## src/rtl/rfop_pkg.sv

```systemverilog
// Package for the ring sector outline point generator.
// Holds shared widths, constants, the arctangent table and the controller/datapath command struct.
package rfop_pkg;

    localparam int MaxSegmentsDefault = 30;
    localparam int AngleW   = 20;
    localparam int LenW     = 24;
    localparam int SegW     = 6;
    localparam int CfgDataW = 24;
    localparam int CfgIdxW  = 3;
    localparam int CordicSteps = 16;
    localparam int StepW    = 4;

    localparam logic [CfgIdxW-1:0] RegAngleBegin = 3'd0;
    localparam logic [CfgIdxW-1:0] RegAngleEnd   = 3'd1;
    localparam logic [CfgIdxW-1:0] RegFrameWidth = 3'd2;
    localparam logic [CfgIdxW-1:0] RegSegCount   = 3'd3;
    localparam logic [CfgIdxW-1:0] RegRadiusSel  = 3'd4;

    localparam logic signed [AngleW+1:0] FullTurn    = 22'sd92160;
    localparam logic signed [AngleW+1:0] HalfTurn    = 22'sd46080;
    localparam logic signed [AngleW+1:0] QuarterTurn = 22'sd23040;
    localparam logic signed [33:0] CordicGain = 34'sd652032874;

    // Arctangent of 2^-i in 2^-16 degree units.
    function automatic logic signed [29:0] atan_lut(input logic [StepW-1:0] i);
        logic signed [29:0] v;
        case (i)
            4'd0:  v = 30'sd2949120;
            4'd1:  v = 30'sd1740967;
            4'd2:  v = 30'sd919879;
            4'd3:  v = 30'sd466945;
            4'd4:  v = 30'sd234379;
            4'd5:  v = 30'sd117304;
            4'd6:  v = 30'sd58666;
            4'd7:  v = 30'sd29335;
            4'd8:  v = 30'sd14668;
            4'd9:  v = 30'sd7334;
            4'd10: v = 30'sd3667;
            4'd11: v = 30'sd1833;
            4'd12: v = 30'sd917;
            4'd13: v = 30'sd458;
            4'd14: v = 30'sd229;
            default: v = 30'sd115;
        endcase
        return v;
    endfunction

    // Commands from controller to datapath.
    typedef struct packed {
        logic load;        // capture dimension and run setup
        logic div_start;   // start angle division for current point
        logic div_step;    // one restoring division step
        logic ang_prep;    // form and reduce the angle
        logic cordic_init;
        logic cordic_step;
        logic mul_x;       // radius times cosine
        logic mul_y;       // radius times sine
        logic emit;        // load output register
        logic inner;
        logic last;
    } rfop_cmd_t;

endpackage

```

## src/rtl/rfop_datapath.sv

```systemverilog
// Datapath: angle interpolation divider, CORDIC, radius multiply, saturation, output register.
// Uses rfop_pkg.
module rfop_datapath
    import rfop_pkg::*;
(
    input  logic                     aclk,
    input  logic                     aresetn,
    input  rfop_cmd_t                cmd,
    input  logic [StepW-1:0]         step,
    input  logic [SegW-1:0]          idx,
    input  logic [SegW-1:0]          steps,
    input  logic signed [AngleW-1:0] angle_begin,
    input  logic signed [AngleW-1:0] angle_end,
    input  logic [LenW-1:0]          frame_width,
    input  logic                     radius_from_width,
    input  logic [LenW-1:0]          box_width,
    input  logic [LenW-1:0]          box_height,
    input  logic                     out_ready,
    output logic                     out_valid,
    output logic signed [LenW-1:0]   point_x,
    output logic signed [LenW-1:0]   point_y,
    output logic                     on_inner_ring,
    output logic                     last_point
);
    localparam int ProdW = 27;  // |diff*idx| < 2^27
    localparam int RadW  = 26;

    logic [LenW-1:0] dim_reg;
    logic [ProdW-1:0] rem_reg, quo_reg;
    logic [ProdW-1:0] rem_next, quo_next;
    logic neg_reg;
    logic signed [AngleW+1:0] ang_reg;
    logic signed [33:0] x_reg, y_reg;
    logic signed [29:0] z_reg;
    logic flip_reg;
    logic signed [LenW:0] cx_reg;
    logic signed [LenW-1:0] px_reg, py_reg;
    logic inner_reg, last_reg, valid_reg;

    logic signed [AngleW:0] diff;
    logic signed [AngleW+SegW+1:0] prod;
    logic [ProdW:0] trial;
    logic signed [AngleW+1:0] a_sum, a_mod, a_fold;
    logic signed [AngleW+1:0] ang_fold;
    logic fold_flip;
    logic signed [RadW-1:0] radius;
    logic signed [33:0] trig, xs, ys;
    logic signed [RadW+34:0] mprod;
    logic signed [LenW:0] coord;

    assign diff = AngleW'(0) + (AngleW+1)'(angle_end) - (AngleW+1)'(angle_begin);
    assign prod = (AngleW+SegW+2)'(diff) * $signed({2'b0, idx});
    assign trial = {rem_reg, quo_reg[ProdW-1]} - {{(ProdW-SegW+1){1'b0}}, steps};

    // Restoring division of |diff*idx| by steps, one quotient bit a cycle.
    always_comb begin
        rem_next = rem_reg;
        quo_next = quo_reg;
        if (!trial[ProdW]) begin
            rem_next = trial[ProdW-1:0];
            quo_next = {quo_reg[ProdW-2:0], 1'b1};
        end else begin
            rem_next = {rem_reg[ProdW-2:0], quo_reg[ProdW-1]};
            quo_next = {quo_reg[ProdW-2:0], 1'b0};
        end
    end

    // Angle reduction into [-180, 180) degrees. The angle lies between the two
    // register angles, so it is offset by six turns to make it non-negative and
    // then reduced by binary weighted turn subtraction.
    always_comb begin
        logic signed [AngleW+1:0] base;
        base = (AngleW+2)'(angle_begin) + (FullTurn <<< 2) + (FullTurn <<< 1);
        a_sum = neg_reg ? base - $signed({1'b0, quo_reg[AngleW:0]})
                        : base + $signed({1'b0, quo_reg[AngleW:0]});
        a_mod = a_sum;
        if (a_mod >= (FullTurn <<< 3)) a_mod = a_mod - (FullTurn <<< 3);
        if (a_mod >= (FullTurn <<< 2)) a_mod = a_mod - (FullTurn <<< 2);
        if (a_mod >= (FullTurn <<< 1)) a_mod = a_mod - (FullTurn <<< 1);
        if (a_mod >= FullTurn) a_mod = a_mod - FullTurn;
        if (a_mod >= HalfTurn) a_mod = a_mod - FullTurn;
        a_fold = a_mod;
    end

    // Fold the reduced angle into [-90, 90] degrees; folding flips the cosine.
    always_comb begin
        if (ang_reg > QuarterTurn) begin
            ang_fold  = HalfTurn - ang_reg;
            fold_flip = 1'b1;
        end else if (ang_reg < -QuarterTurn) begin
            ang_fold  = -HalfTurn - ang_reg;
            fold_flip = 1'b1;
        end else begin
            ang_fold  = ang_reg;
            fold_flip = 1'b0;
        end
    end

    assign xs = x_reg >>> step;
    assign ys = y_reg >>> step;
    assign radius = inner_reg ? $signed({2'b0, dim_reg}) - $signed({1'b0, frame_width, 1'b0})
                              : $signed({2'b0, dim_reg});
    assign trig = cmd.mul_x ? (flip_reg ? -x_reg : x_reg) : y_reg;
    assign mprod = radius * trig + (RadW+35)'(64'sd1 <<< 30);
    always_comb begin
        logic signed [RadW+34:0] sh;
        sh = mprod >>> 31;
        if (sh > 8388607) coord = 25'sd8388607;
        else if (sh < -8388608) coord = -25'sd8388608;
        else coord = sh[LenW:0];
    end

    // Datapath registers.
    always_ff @(posedge aclk) begin
        if (cmd.load) dim_reg <= radius_from_width ? box_width : box_height;
        if (cmd.div_start) begin
            neg_reg <= prod < 0;
            quo_reg <= ProdW'(prod < 0 ? -prod : prod);
            rem_reg <= '0;
            inner_reg <= cmd.inner;
            last_reg <= cmd.last;
        end else if (cmd.div_step) begin
            rem_reg <= rem_next;
            quo_reg <= quo_next;
        end
        if (cmd.ang_prep) ang_reg <= a_fold;
        if (cmd.cordic_init) begin
            x_reg <= CordicGain;
            y_reg <= '0;
            z_reg <= 30'(ang_fold) <<< 8;
            flip_reg <= fold_flip;
        end else if (cmd.cordic_step) begin
            if (z_reg >= 0) begin
                x_reg <= x_reg - ys;
                y_reg <= y_reg + xs;
                z_reg <= z_reg - atan_lut(step);
            end else begin
                x_reg <= x_reg + ys;
                y_reg <= y_reg - xs;
                z_reg <= z_reg + atan_lut(step);
            end
        end
        if (cmd.mul_x) cx_reg <= coord;
        if (cmd.emit) begin
            px_reg <= cx_reg[LenW-1:0];
            py_reg <= coord[LenW-1:0];
        end
    end

    // Output valid with its own handshake.
    always_ff @(posedge aclk) begin
        if (!aresetn) begin
            valid_reg <= 1'b0;
        end else if (cmd.emit) begin
            valid_reg <= 1'b1;
        end else if (out_ready) begin
            valid_reg <= 1'b0;
        end
    end

    logic inner_o_reg, last_o_reg;
    always_ff @(posedge aclk) begin
        if (cmd.emit) begin
            inner_o_reg <= inner_reg;
            last_o_reg  <= last_reg;
        end
    end

    assign out_valid     = valid_reg;
    assign point_x       = px_reg;
    assign point_y       = py_reg;
    assign on_inner_ring = inner_o_reg;
    assign last_point    = last_o_reg;

    // A new item is loaded only when the output register is free or being taken.
    assert property (@(posedge aclk) disable iff (!aresetn)
        cmd.emit |-> (!valid_reg || out_ready))
        else $error("output overwritten");

    // A waiting item stays valid and unchanged.
    assert property (@(posedge aclk) disable iff (!aresetn)
        (out_valid && !out_ready) |=> (out_valid && $stable(point_x) && $stable(point_y)
            && $stable(on_inner_ring) && $stable(last_point)))
        else $error("waiting output item changed");
endmodule

```

## src/rtl/rfop_ctrl.sv

```systemverilog
// Controller: sequences points of one run through divide, CORDIC, multiply and emit.
// Uses rfop_pkg.
module rfop_ctrl
    import rfop_pkg::*;
#(
    parameter int MAX_SEGMENTS = MaxSegmentsDefault
) (
    input  logic                 aclk,
    input  logic                 aresetn,
    input  logic                 in_valid,
    output logic                 in_ready,
    input  logic signed [SegW-1:0] segment_count,
    input  logic                 out_valid,
    input  logic                 out_ready,
    output rfop_cmd_t            cmd,
    output logic [StepW-1:0]     step,
    output logic [SegW-1:0]      idx,
    output logic [SegW-1:0]      steps
);
    typedef enum logic [2:0] {S_IDLE, S_DIV, S_ANG, S_CINIT, S_CORD, S_MULX, S_MULY} state_t;
    state_t state_reg;
    logic [4:0] cnt_reg;
    logic [SegW:0] k_reg;
    logic [SegW-1:0] n_reg, steps_reg;

    logic signed [SegW-1:0] seg;
    logic [SegW:0] total;
    logic inner;
    assign seg   = (segment_count > SegW'(MAX_SEGMENTS)) ? SegW'(MAX_SEGMENTS) : segment_count;
    assign total = {n_reg, 1'b0};
    assign inner = k_reg >= {1'b0, n_reg};
    assign idx   = inner ? SegW'(total - 1'b1 - k_reg) : k_reg[SegW-1:0];
    assign steps = steps_reg;
    assign step  = cnt_reg[StepW-1:0];
    assign in_ready = (state_reg == S_IDLE);

    always_comb begin
        cmd = '0;
        cmd.inner = inner;
        cmd.last  = (k_reg == total - 1'b1);
        case (state_reg)
            S_IDLE:  cmd.load = in_valid;
            S_DIV:   cmd.div_step = 1'b1;
            S_ANG:   cmd.ang_prep = 1'b1;
            S_CINIT: cmd.cordic_init = 1'b1;
            S_CORD:  cmd.cordic_step = 1'b1;
            S_MULX:  cmd.mul_x = 1'b1;
            S_MULY:  begin
                cmd.mul_y = 1'b1;
                cmd.emit  = !out_valid || out_ready;
            end
            default: ;
        endcase
        if (state_reg == S_IDLE && in_valid && !segment_count[SegW-1]) cmd.div_start = 1'b0;
    end

    // Start of each point: the first cycle in S_DIV, in which the division setup is applied.
    logic start_pt;
    assign start_pt = (state_reg == S_DIV) && (cnt_reg == 5'd31);

    always_ff @(posedge aclk) begin
        if (!aresetn) begin
            state_reg <= S_IDLE;
            cnt_reg <= '0;
            k_reg <= '0;
            n_reg <= '0;
            steps_reg <= '0;
        end else begin
            case (state_reg)
                S_IDLE: if (in_valid && !segment_count[SegW-1]) begin
                    n_reg <= SegW'(seg + 2);
                    steps_reg <= SegW'(seg + 1);
                    k_reg <= '0;
                    cnt_reg <= 5'd31;
                    state_reg <= S_DIV;
                end
                S_DIV: begin
                    if (cnt_reg == 5'd31) cnt_reg <= '0;
                    else if (cnt_reg == 5'd26) state_reg <= S_ANG;
                    else cnt_reg <= cnt_reg + 1'b1;
                end
                S_ANG:   state_reg <= S_CINIT;
                S_CINIT: begin cnt_reg <= '0; state_reg <= S_CORD; end
                S_CORD: begin
                    if (cnt_reg == 5'(CordicSteps-1)) state_reg <= S_MULX;
                    cnt_reg <= cnt_reg + 1'b1;
                end
                S_MULX: state_reg <= S_MULY;
                S_MULY: if (!out_valid || out_ready) begin
                    if (k_reg == total - 1'b1) begin
                        state_reg <= S_IDLE;
                    end else begin
                        k_reg <= k_reg + 1'b1;
                        cnt_reg <= 5'd31;
                        state_reg <= S_DIV;
                    end
                end
                default: state_reg <= S_IDLE;
            endcase
        end
    end

    // The CORDIC count never runs past the last step.
    assert property (@(posedge aclk) disable iff (!aresetn)
        (state_reg == S_CORD) |-> (cnt_reg < 5'(CordicSteps)))
        else $error("cordic count overrun");

    // Every point that starts lies inside the run.
    assert property (@(posedge aclk) disable iff (!aresetn)
        start_pt |-> (k_reg < total))
        else $error("point index overrun");
endmodule

```

## src/rtl/ring_frame_outline_points_top.sv

```systemverilog
// Ring sector outline point generator, top level.
// Each point passes setup, divide, angle, CORDIC and multiply; requests wait for idle.
// One request takes 2*(segment_count+2) points, segment_count capped at MAX_SEGMENTS.
// The iterative divider and the CORDIC set the per-point time.
// Reset (aresetn, synchronous, low) restores register defaults and empties the output.
// Uses rfop_pkg, rfop_ctrl, rfop_datapath.
module ring_frame_outline_points_top
    import rfop_pkg::*;
#(
    parameter int MAX_SEGMENTS = MaxSegmentsDefault
) (
    input  logic                   aclk,
    input  logic                   aresetn,
    input  logic                   cfg_we,
    input  logic [CfgIdxW-1:0]     cfg_index,
    input  logic [CfgDataW-1:0]    cfg_data,
    input  logic                   s_valid,
    output logic                   s_ready,
    input  logic [LenW-1:0]        s_box_width,
    input  logic [LenW-1:0]        s_box_height,
    output logic                   m_valid,
    input  logic                   m_ready,
    output logic signed [LenW-1:0] m_point_x,
    output logic signed [LenW-1:0] m_point_y,
    output logic                   m_on_inner_ring,
    output logic                   m_last_point
);
    logic signed [AngleW-1:0] angle_begin_reg, angle_end_reg;
    logic [LenW-1:0] frame_width_reg;
    logic signed [SegW-1:0] seg_count_reg;
    logic radius_sel_reg;

    // Configuration registers.
    always_ff @(posedge aclk) begin
        if (!aresetn) begin
            angle_begin_reg <= '0;
            angle_end_reg   <= 20'sd92160;
            frame_width_reg <= 24'd2560;
            seg_count_reg   <= 6'sd8;
            radius_sel_reg  <= 1'b1;
        end else if (cfg_we) begin
            case (cfg_index)
                RegAngleBegin: angle_begin_reg <= cfg_data[AngleW-1:0];
                RegAngleEnd:   angle_end_reg   <= cfg_data[AngleW-1:0];
                RegFrameWidth: frame_width_reg <= cfg_data;
                RegSegCount:   seg_count_reg   <= cfg_data[SegW-1:0];
                RegRadiusSel:  radius_sel_reg  <= cfg_data[0];
                default: ;
            endcase
        end
    end

    rfop_cmd_t cmd, cmd_dp;
    logic [StepW-1:0] step;
    logic [SegW-1:0] idx, steps;
    logic div_start_reg;

    rfop_ctrl #(.MAX_SEGMENTS(MAX_SEGMENTS)) u_ctrl (
        .aclk, .aresetn,
        .in_valid(s_valid), .in_ready(s_ready),
        .segment_count(seg_count_reg),
        .out_valid(m_valid), .out_ready(m_ready),
        .cmd, .step, .idx, .steps
    );

    // Division setup is issued on the first cycle of each point's divide phase.
    always_ff @(posedge aclk) begin
        if (!aresetn) div_start_reg <= 1'b0;
        else div_start_reg <= (s_valid && s_ready && !seg_count_reg[SegW-1]) ||
                              (cmd.emit && !cmd.last);
    end
    always_comb begin
        cmd_dp = cmd;
        cmd_dp.div_start = div_start_reg;
        cmd_dp.div_step  = cmd.div_step && !div_start_reg;
    end

    rfop_datapath u_dp (
        .aclk, .aresetn, .cmd(cmd_dp), .step, .idx, .steps,
        .angle_begin(angle_begin_reg), .angle_end(angle_end_reg),
        .frame_width(frame_width_reg), .radius_from_width(radius_sel_reg),
        .box_width(s_box_width), .box_height(s_box_height),
        .out_ready(m_ready), .out_valid(m_valid),
        .point_x(m_point_x), .point_y(m_point_y),
        .on_inner_ring(m_on_inner_ring), .last_point(m_last_point)
    );
endmodule
```

## config.mk

```make
export PLATFORM = sky130hd
export DESIGN_NAME = ring_frame_outline_points_top
export DESIGN_NICKNAME = d
export VERILOG_FILES = /design/src/rtl/rfop_pkg.sv /design/src/rtl/rfop_datapath.sv /design/src/rtl/rfop_ctrl.sv /design/src/rtl/ring_frame_outline_points_top.sv
export SDC_FILE = /design/constraint.sdc
export NUM_CORES = 2
export LEC_CHECK = 0
export BUFFER_PORTS_ARGS = -buffer_cell sky130_fd_sc_hd__buf_2
export CAP_MARGIN = 20
export CORE_MARGIN = 10
export CORE_UTILIZATION = 60
export CTS_CLUSTER_SIZE = 14
export DETAILED_ROUTE_END_ITERATION = 16
export PLACE_DENSITY_LB_ADDON = 0.05
export SYNTH_ARGS = -nofsm -noshare
export SYNTH_HDL_FRONTEND = slang
export SYNTH_SLANG_ARGS = --single-unit
```

## constraint.sdc

```tcl
create_clock -name aclk -period 13.9 [get_ports aclk]
set_clock_uncertainty 0.15 [all_clocks]
set_input_delay 2.78 -clock aclk [delete_from_list [all_inputs] [get_ports aclk]]
set_output_delay 2.78 -clock aclk [all_outputs]
set_load 0.005 [all_outputs]
```

==> results list <==
- Final setup vio count: 0
- Once detailed placement completed, the half-perimeter wirelength came to 158500 um.
- The initial utilization of the core area, before any placement, comes to 0.6036.
- The initial antenna violation count came to 7.
* Initial DRT Pass Iterations: 6
- Synth Flop Type: sky130_fd_sc_hd__dfxtp_1
- Total nets after synthesis: 9129
* Vias: 54135
- The clock drives 398 sinks.
- Summed over all layers, the global routing overflow is 0.
- At the pin with the least slew margin, the transition time is 1194 ps.
- Count of input and output buffers: 131
* Seq cells post-synth: 398
- Reg clk slew, reported paths: 60 ps
- Ratio of routed vias to standard cells: 5.924
- Area of the mapped netlist: 65710 um^2
- Pin placement for this block handled 132 I/O pins.
- The layout has 9324 filler cells.
* Category of the critical setup timing path: flip-flop to flip-flop
- The longest clock path from root to sink contains 3 buffers.
- The cell that appears most often on the critical path is sky130_fd_sc_hd__buf_4.
- Vias in the first global route: 54801
- The clock period could shrink to 13470 ps.
- Met1 usage: 0.4529
- In the global route stage, met2 resource usage came out at 0.5106.
- The first global-routing pass estimated 313900 um of wire.
* Layout overhead on the synthesized area: 7.891%
* Mean routed wirelength per cell: 21.89 um
* Path class of the lowest-slack min-delay path: flip-flop to flip-flop
* Clock latency reported for the late side of the worst-skew pair: 660 ps
- Total CTS buffers: 50
* Data required time at the worst endpoint: 14270 ps
- Critical path data arrival time: 13840 ps
- In the final timing run, aggregate negative setup slack is 0 ps.
* Cell class contributing the biggest share of worst-path delay: compound AO/OA/AOI/OAI gates
- The layer flagged by global routing as most heavily used is met2.
- The floorplan has 121 rows.
- The die covers 123100 um^2.
- Along the worst path, the maximum fanout reaches 22.
* Fraction of final layout cells with drive strength greater than 1: 0.08625
- The largest single stage delay on the critical path is 590 ps.
* Area of the core: 108900 um^2
- Routability-driven placement finished with a final weighted congestion of 0.9555.
- Entering global routing, the biggest net connects 87 pins.
- Headroom to the max-slew limit came out at 0.2039.
- Yosys printed 0 warnings.
* Deepest level of the CTS H-tree: 2
* Routed Wire Length: 200100 um
* Iteration-0 DRC count of the detailed router: 4542
* Number of max-slew violations in the final report: 0
- In the layout the commonest cells are sky130_fd_sc_hd__nand2_1 (1235), sky130_fd_sc_hd__inv_1 (1140), sky130_fd_sc_hd__fa_1 (1000), sky130_fd_sc_hd__nor2_1 (564), sky130_fd_sc_hd__ha_1 (415).
* Met3 Track Usage GR: 0.06270
- Overall die width: 350.9 um
- Mean instance size in the synthesized netlist: 8.616 um^2
- Critical-path top delay cell: sky130_fd_sc_hd__fa_1
* Run status: finished, final reports clean
- For this run, the register share of the synthesized area comes to 0.1476.
* Buffer type at the clock tree root: sky130_fd_sc_hd__clkbuf_16
- Layout Nets: 9185
- Buffers plus inverters on the worst setup path: 10
- Synthesis produced a netlist whose cell count is 7626.
* Post-route antenna net violation count: 0
- Static timing analysis puts the maximum clock frequency at 74.23 MHz.
- Number of violations of the max-capacitance limit: 0
- TritonCTS built the clock tree.
- Across every metal layer, demand over resource in global routing totals 0.3265.
* Critical Path Source Type: flip-flop
- Worst setup EP type: flip-flop
- Of the available clock period, the critical path in the final layout requires 0.9692.
- Vertical die dimension: 350.9 um
- In this run, distinct cell masters in the synthesized netlist total 121.
- Number of enable-type register cells in the synthesized netlist: 173
- Number of endpoints with negative hold slack in the final report: 0
* Share of synthesized flip-flops with an asynchronous set or reset: 0
- The library cell used most frequently in the layout, excluding fill and tap cells, is sky130_fd_sc_hd__nand2_1.
- DRC Markers: 0
* CTS hold repair buffers: 0
-- cells in the mapped netlist, types with 32 or more instances --
cell type	count	area (um^2)
sky130_fd_sc_hd__o31ai_1	51	382.9
sky130_fd_sc_hd__xnor2_1	253	2216
sky130_fd_sc_hd__a21boi_0	98	735.7
sky130_fd_sc_hd__dfxtp_1	225	4504
sky130_fd_sc_hd__nor2_1	570	2140
sky130_fd_sc_hd__o22ai_1	33	206.5
sky130_fd_sc_hd__clkbuf_1	294	1104
sky130_fd_sc_hd__ha_1	420	5255
sky130_fd_sc_hd__and3_1	34	212.7
sky130_fd_sc_hd__a21o_1	85	638.1
sky130_fd_sc_hd__nand2_1	1235	4636
sky130_fd_sc_hd__mux2_2	62	698.2
sky130_fd_sc_hd__o21a_1	67	503.0
sky130_fd_sc_hd__or3_1	41	256.5
sky130_fd_sc_hd__mux2i_1	105	1051
sky130_fd_sc_hd__nor2b_1	64	400.4
sky130_fd_sc_hd__edfxtp_1	173	5195
sky130_fd_sc_hd__nand2b_1	58	362.9
sky130_fd_sc_hd__inv_1	1141	4283
sky130_fd_sc_hd__buf_1	32	120.1
sky130_fd_sc_hd__and2_1	105	656.9
sky130_fd_sc_hd__o21ai_0	311	1556
sky130_fd_sc_hd__a21oi_1	275	1376
sky130_fd_sc_hd__fa_1	1003	20080
sky130_fd_sc_hd__nor3_1	97	485.5
sky130_fd_sc_hd__a211oi_1	44	330.3
sky130_fd_sc_hd__xor2_1	172	1506
sky130_fd_sc_hd__nand3_1	119	595.6
-- through the flow --
| step | hold slack, ps | utilization | instance area, um^2 | setup slack, ps | std cells |
|---|---|---|---|---|---|
| after detailed placement | 254.5 | 0.6300 | 68580 | -966.1 | 9027 |
| after CTS | 268.1 | 0.6477 | 70510 | 11.11 | 9122 |
| after floorplan | 250.3 | - | 65710 | 885.3 | 7626 |
| after global routing | 276.4 | 0.6512 | 70890 | -280.4 | 9139 |
| final | 267.3 | 0.6512 | 70890 | 428.4 | 9139 |
| after global placement | 251.6 | 0.6300 | 68580 | -549.4 | 9027 |
-- cells by family after synthesis --
logic type               count (synthesis)  share of synthesized area
multiplexers                           198                    0.03708
adder cells (fa/ha/maj)               1424                     0.3857
AO/OA/AOI/OAI                         1230                     0.1226
flip-flops                             398                     0.1476
buffers and inverters                 1491                    0.08582
AND/OR/NAND/NOR                       2456                     0.1632
XOR/XNOR                               429                    0.05791
-- layer usage --
| layer | vias up | wire length (um) |
|---|---|---|
| met5 | - | 51 |
| met4 | 8 | 7459 |
| met3 | 380 | 18080 |
| met2 | 2140 | 89770 |
| met1 | 26902 | 84700 |
| li1 | 24705 | - |
-- worst register-to-register path: cells and delay by family (launching register included) --
| family | cells | cell delay, ps |
|---|---|---|
| AO/OA/AOI/OAI | 28 | 5500 |
| AND/OR/NAND/NOR | 8 | 1410 |
| adder cells (fa/ha/maj) | 10 | 4380 |
| flip-flops | 1 | 360 |
| buffers and inverters | 10 | 1600 |
-- cell type report --
class / count / area (um^2) / area share
Tap cell: 1414 / 1769 / 0.02496
Antenna cell: 3 / 7.507 / 0.0001059
Sequential cell: 398 / 9711 / 0.1370
Clock buffer: 56 / 1294 / 0.01825
Inverter: 1150 / 4317 / 0.06089
Timing Repair Buffer: 345 / 2364 / 0.03334
Clock inverter: 36 / 556.8 / 0.007854
Multi-Input combinational cell: 5737 / 50870 / 0.7176
-- path summary, 6_finish.rpt --
check | start | cells past startpoint | end | slack, ps
max | u_dp.dim_reg[1] | 56 | u_dp.point_y[14] | 430
min | u_dp.cx_reg[3] | 0 | u_dp.point_x[3] | 270
max reg2reg | u_dp.dim_reg[1] | 56 | u_dp.point_y[14] | 430
min reg2reg | u_dp.cx_reg[3] | 0 | u_dp.point_x[3] | 270
-- repair_timing --
item,4_1_cts,5_1_grt
resized for setup,24,77
pin swaps,4,52
setup endpoints to repair,48,48
buffers inserted,3,13
cloned,0,2
Power is left out: the tool's default activity adds up to more than one toggle a clock period on the data nets, which glitch-free logic cannot reach.
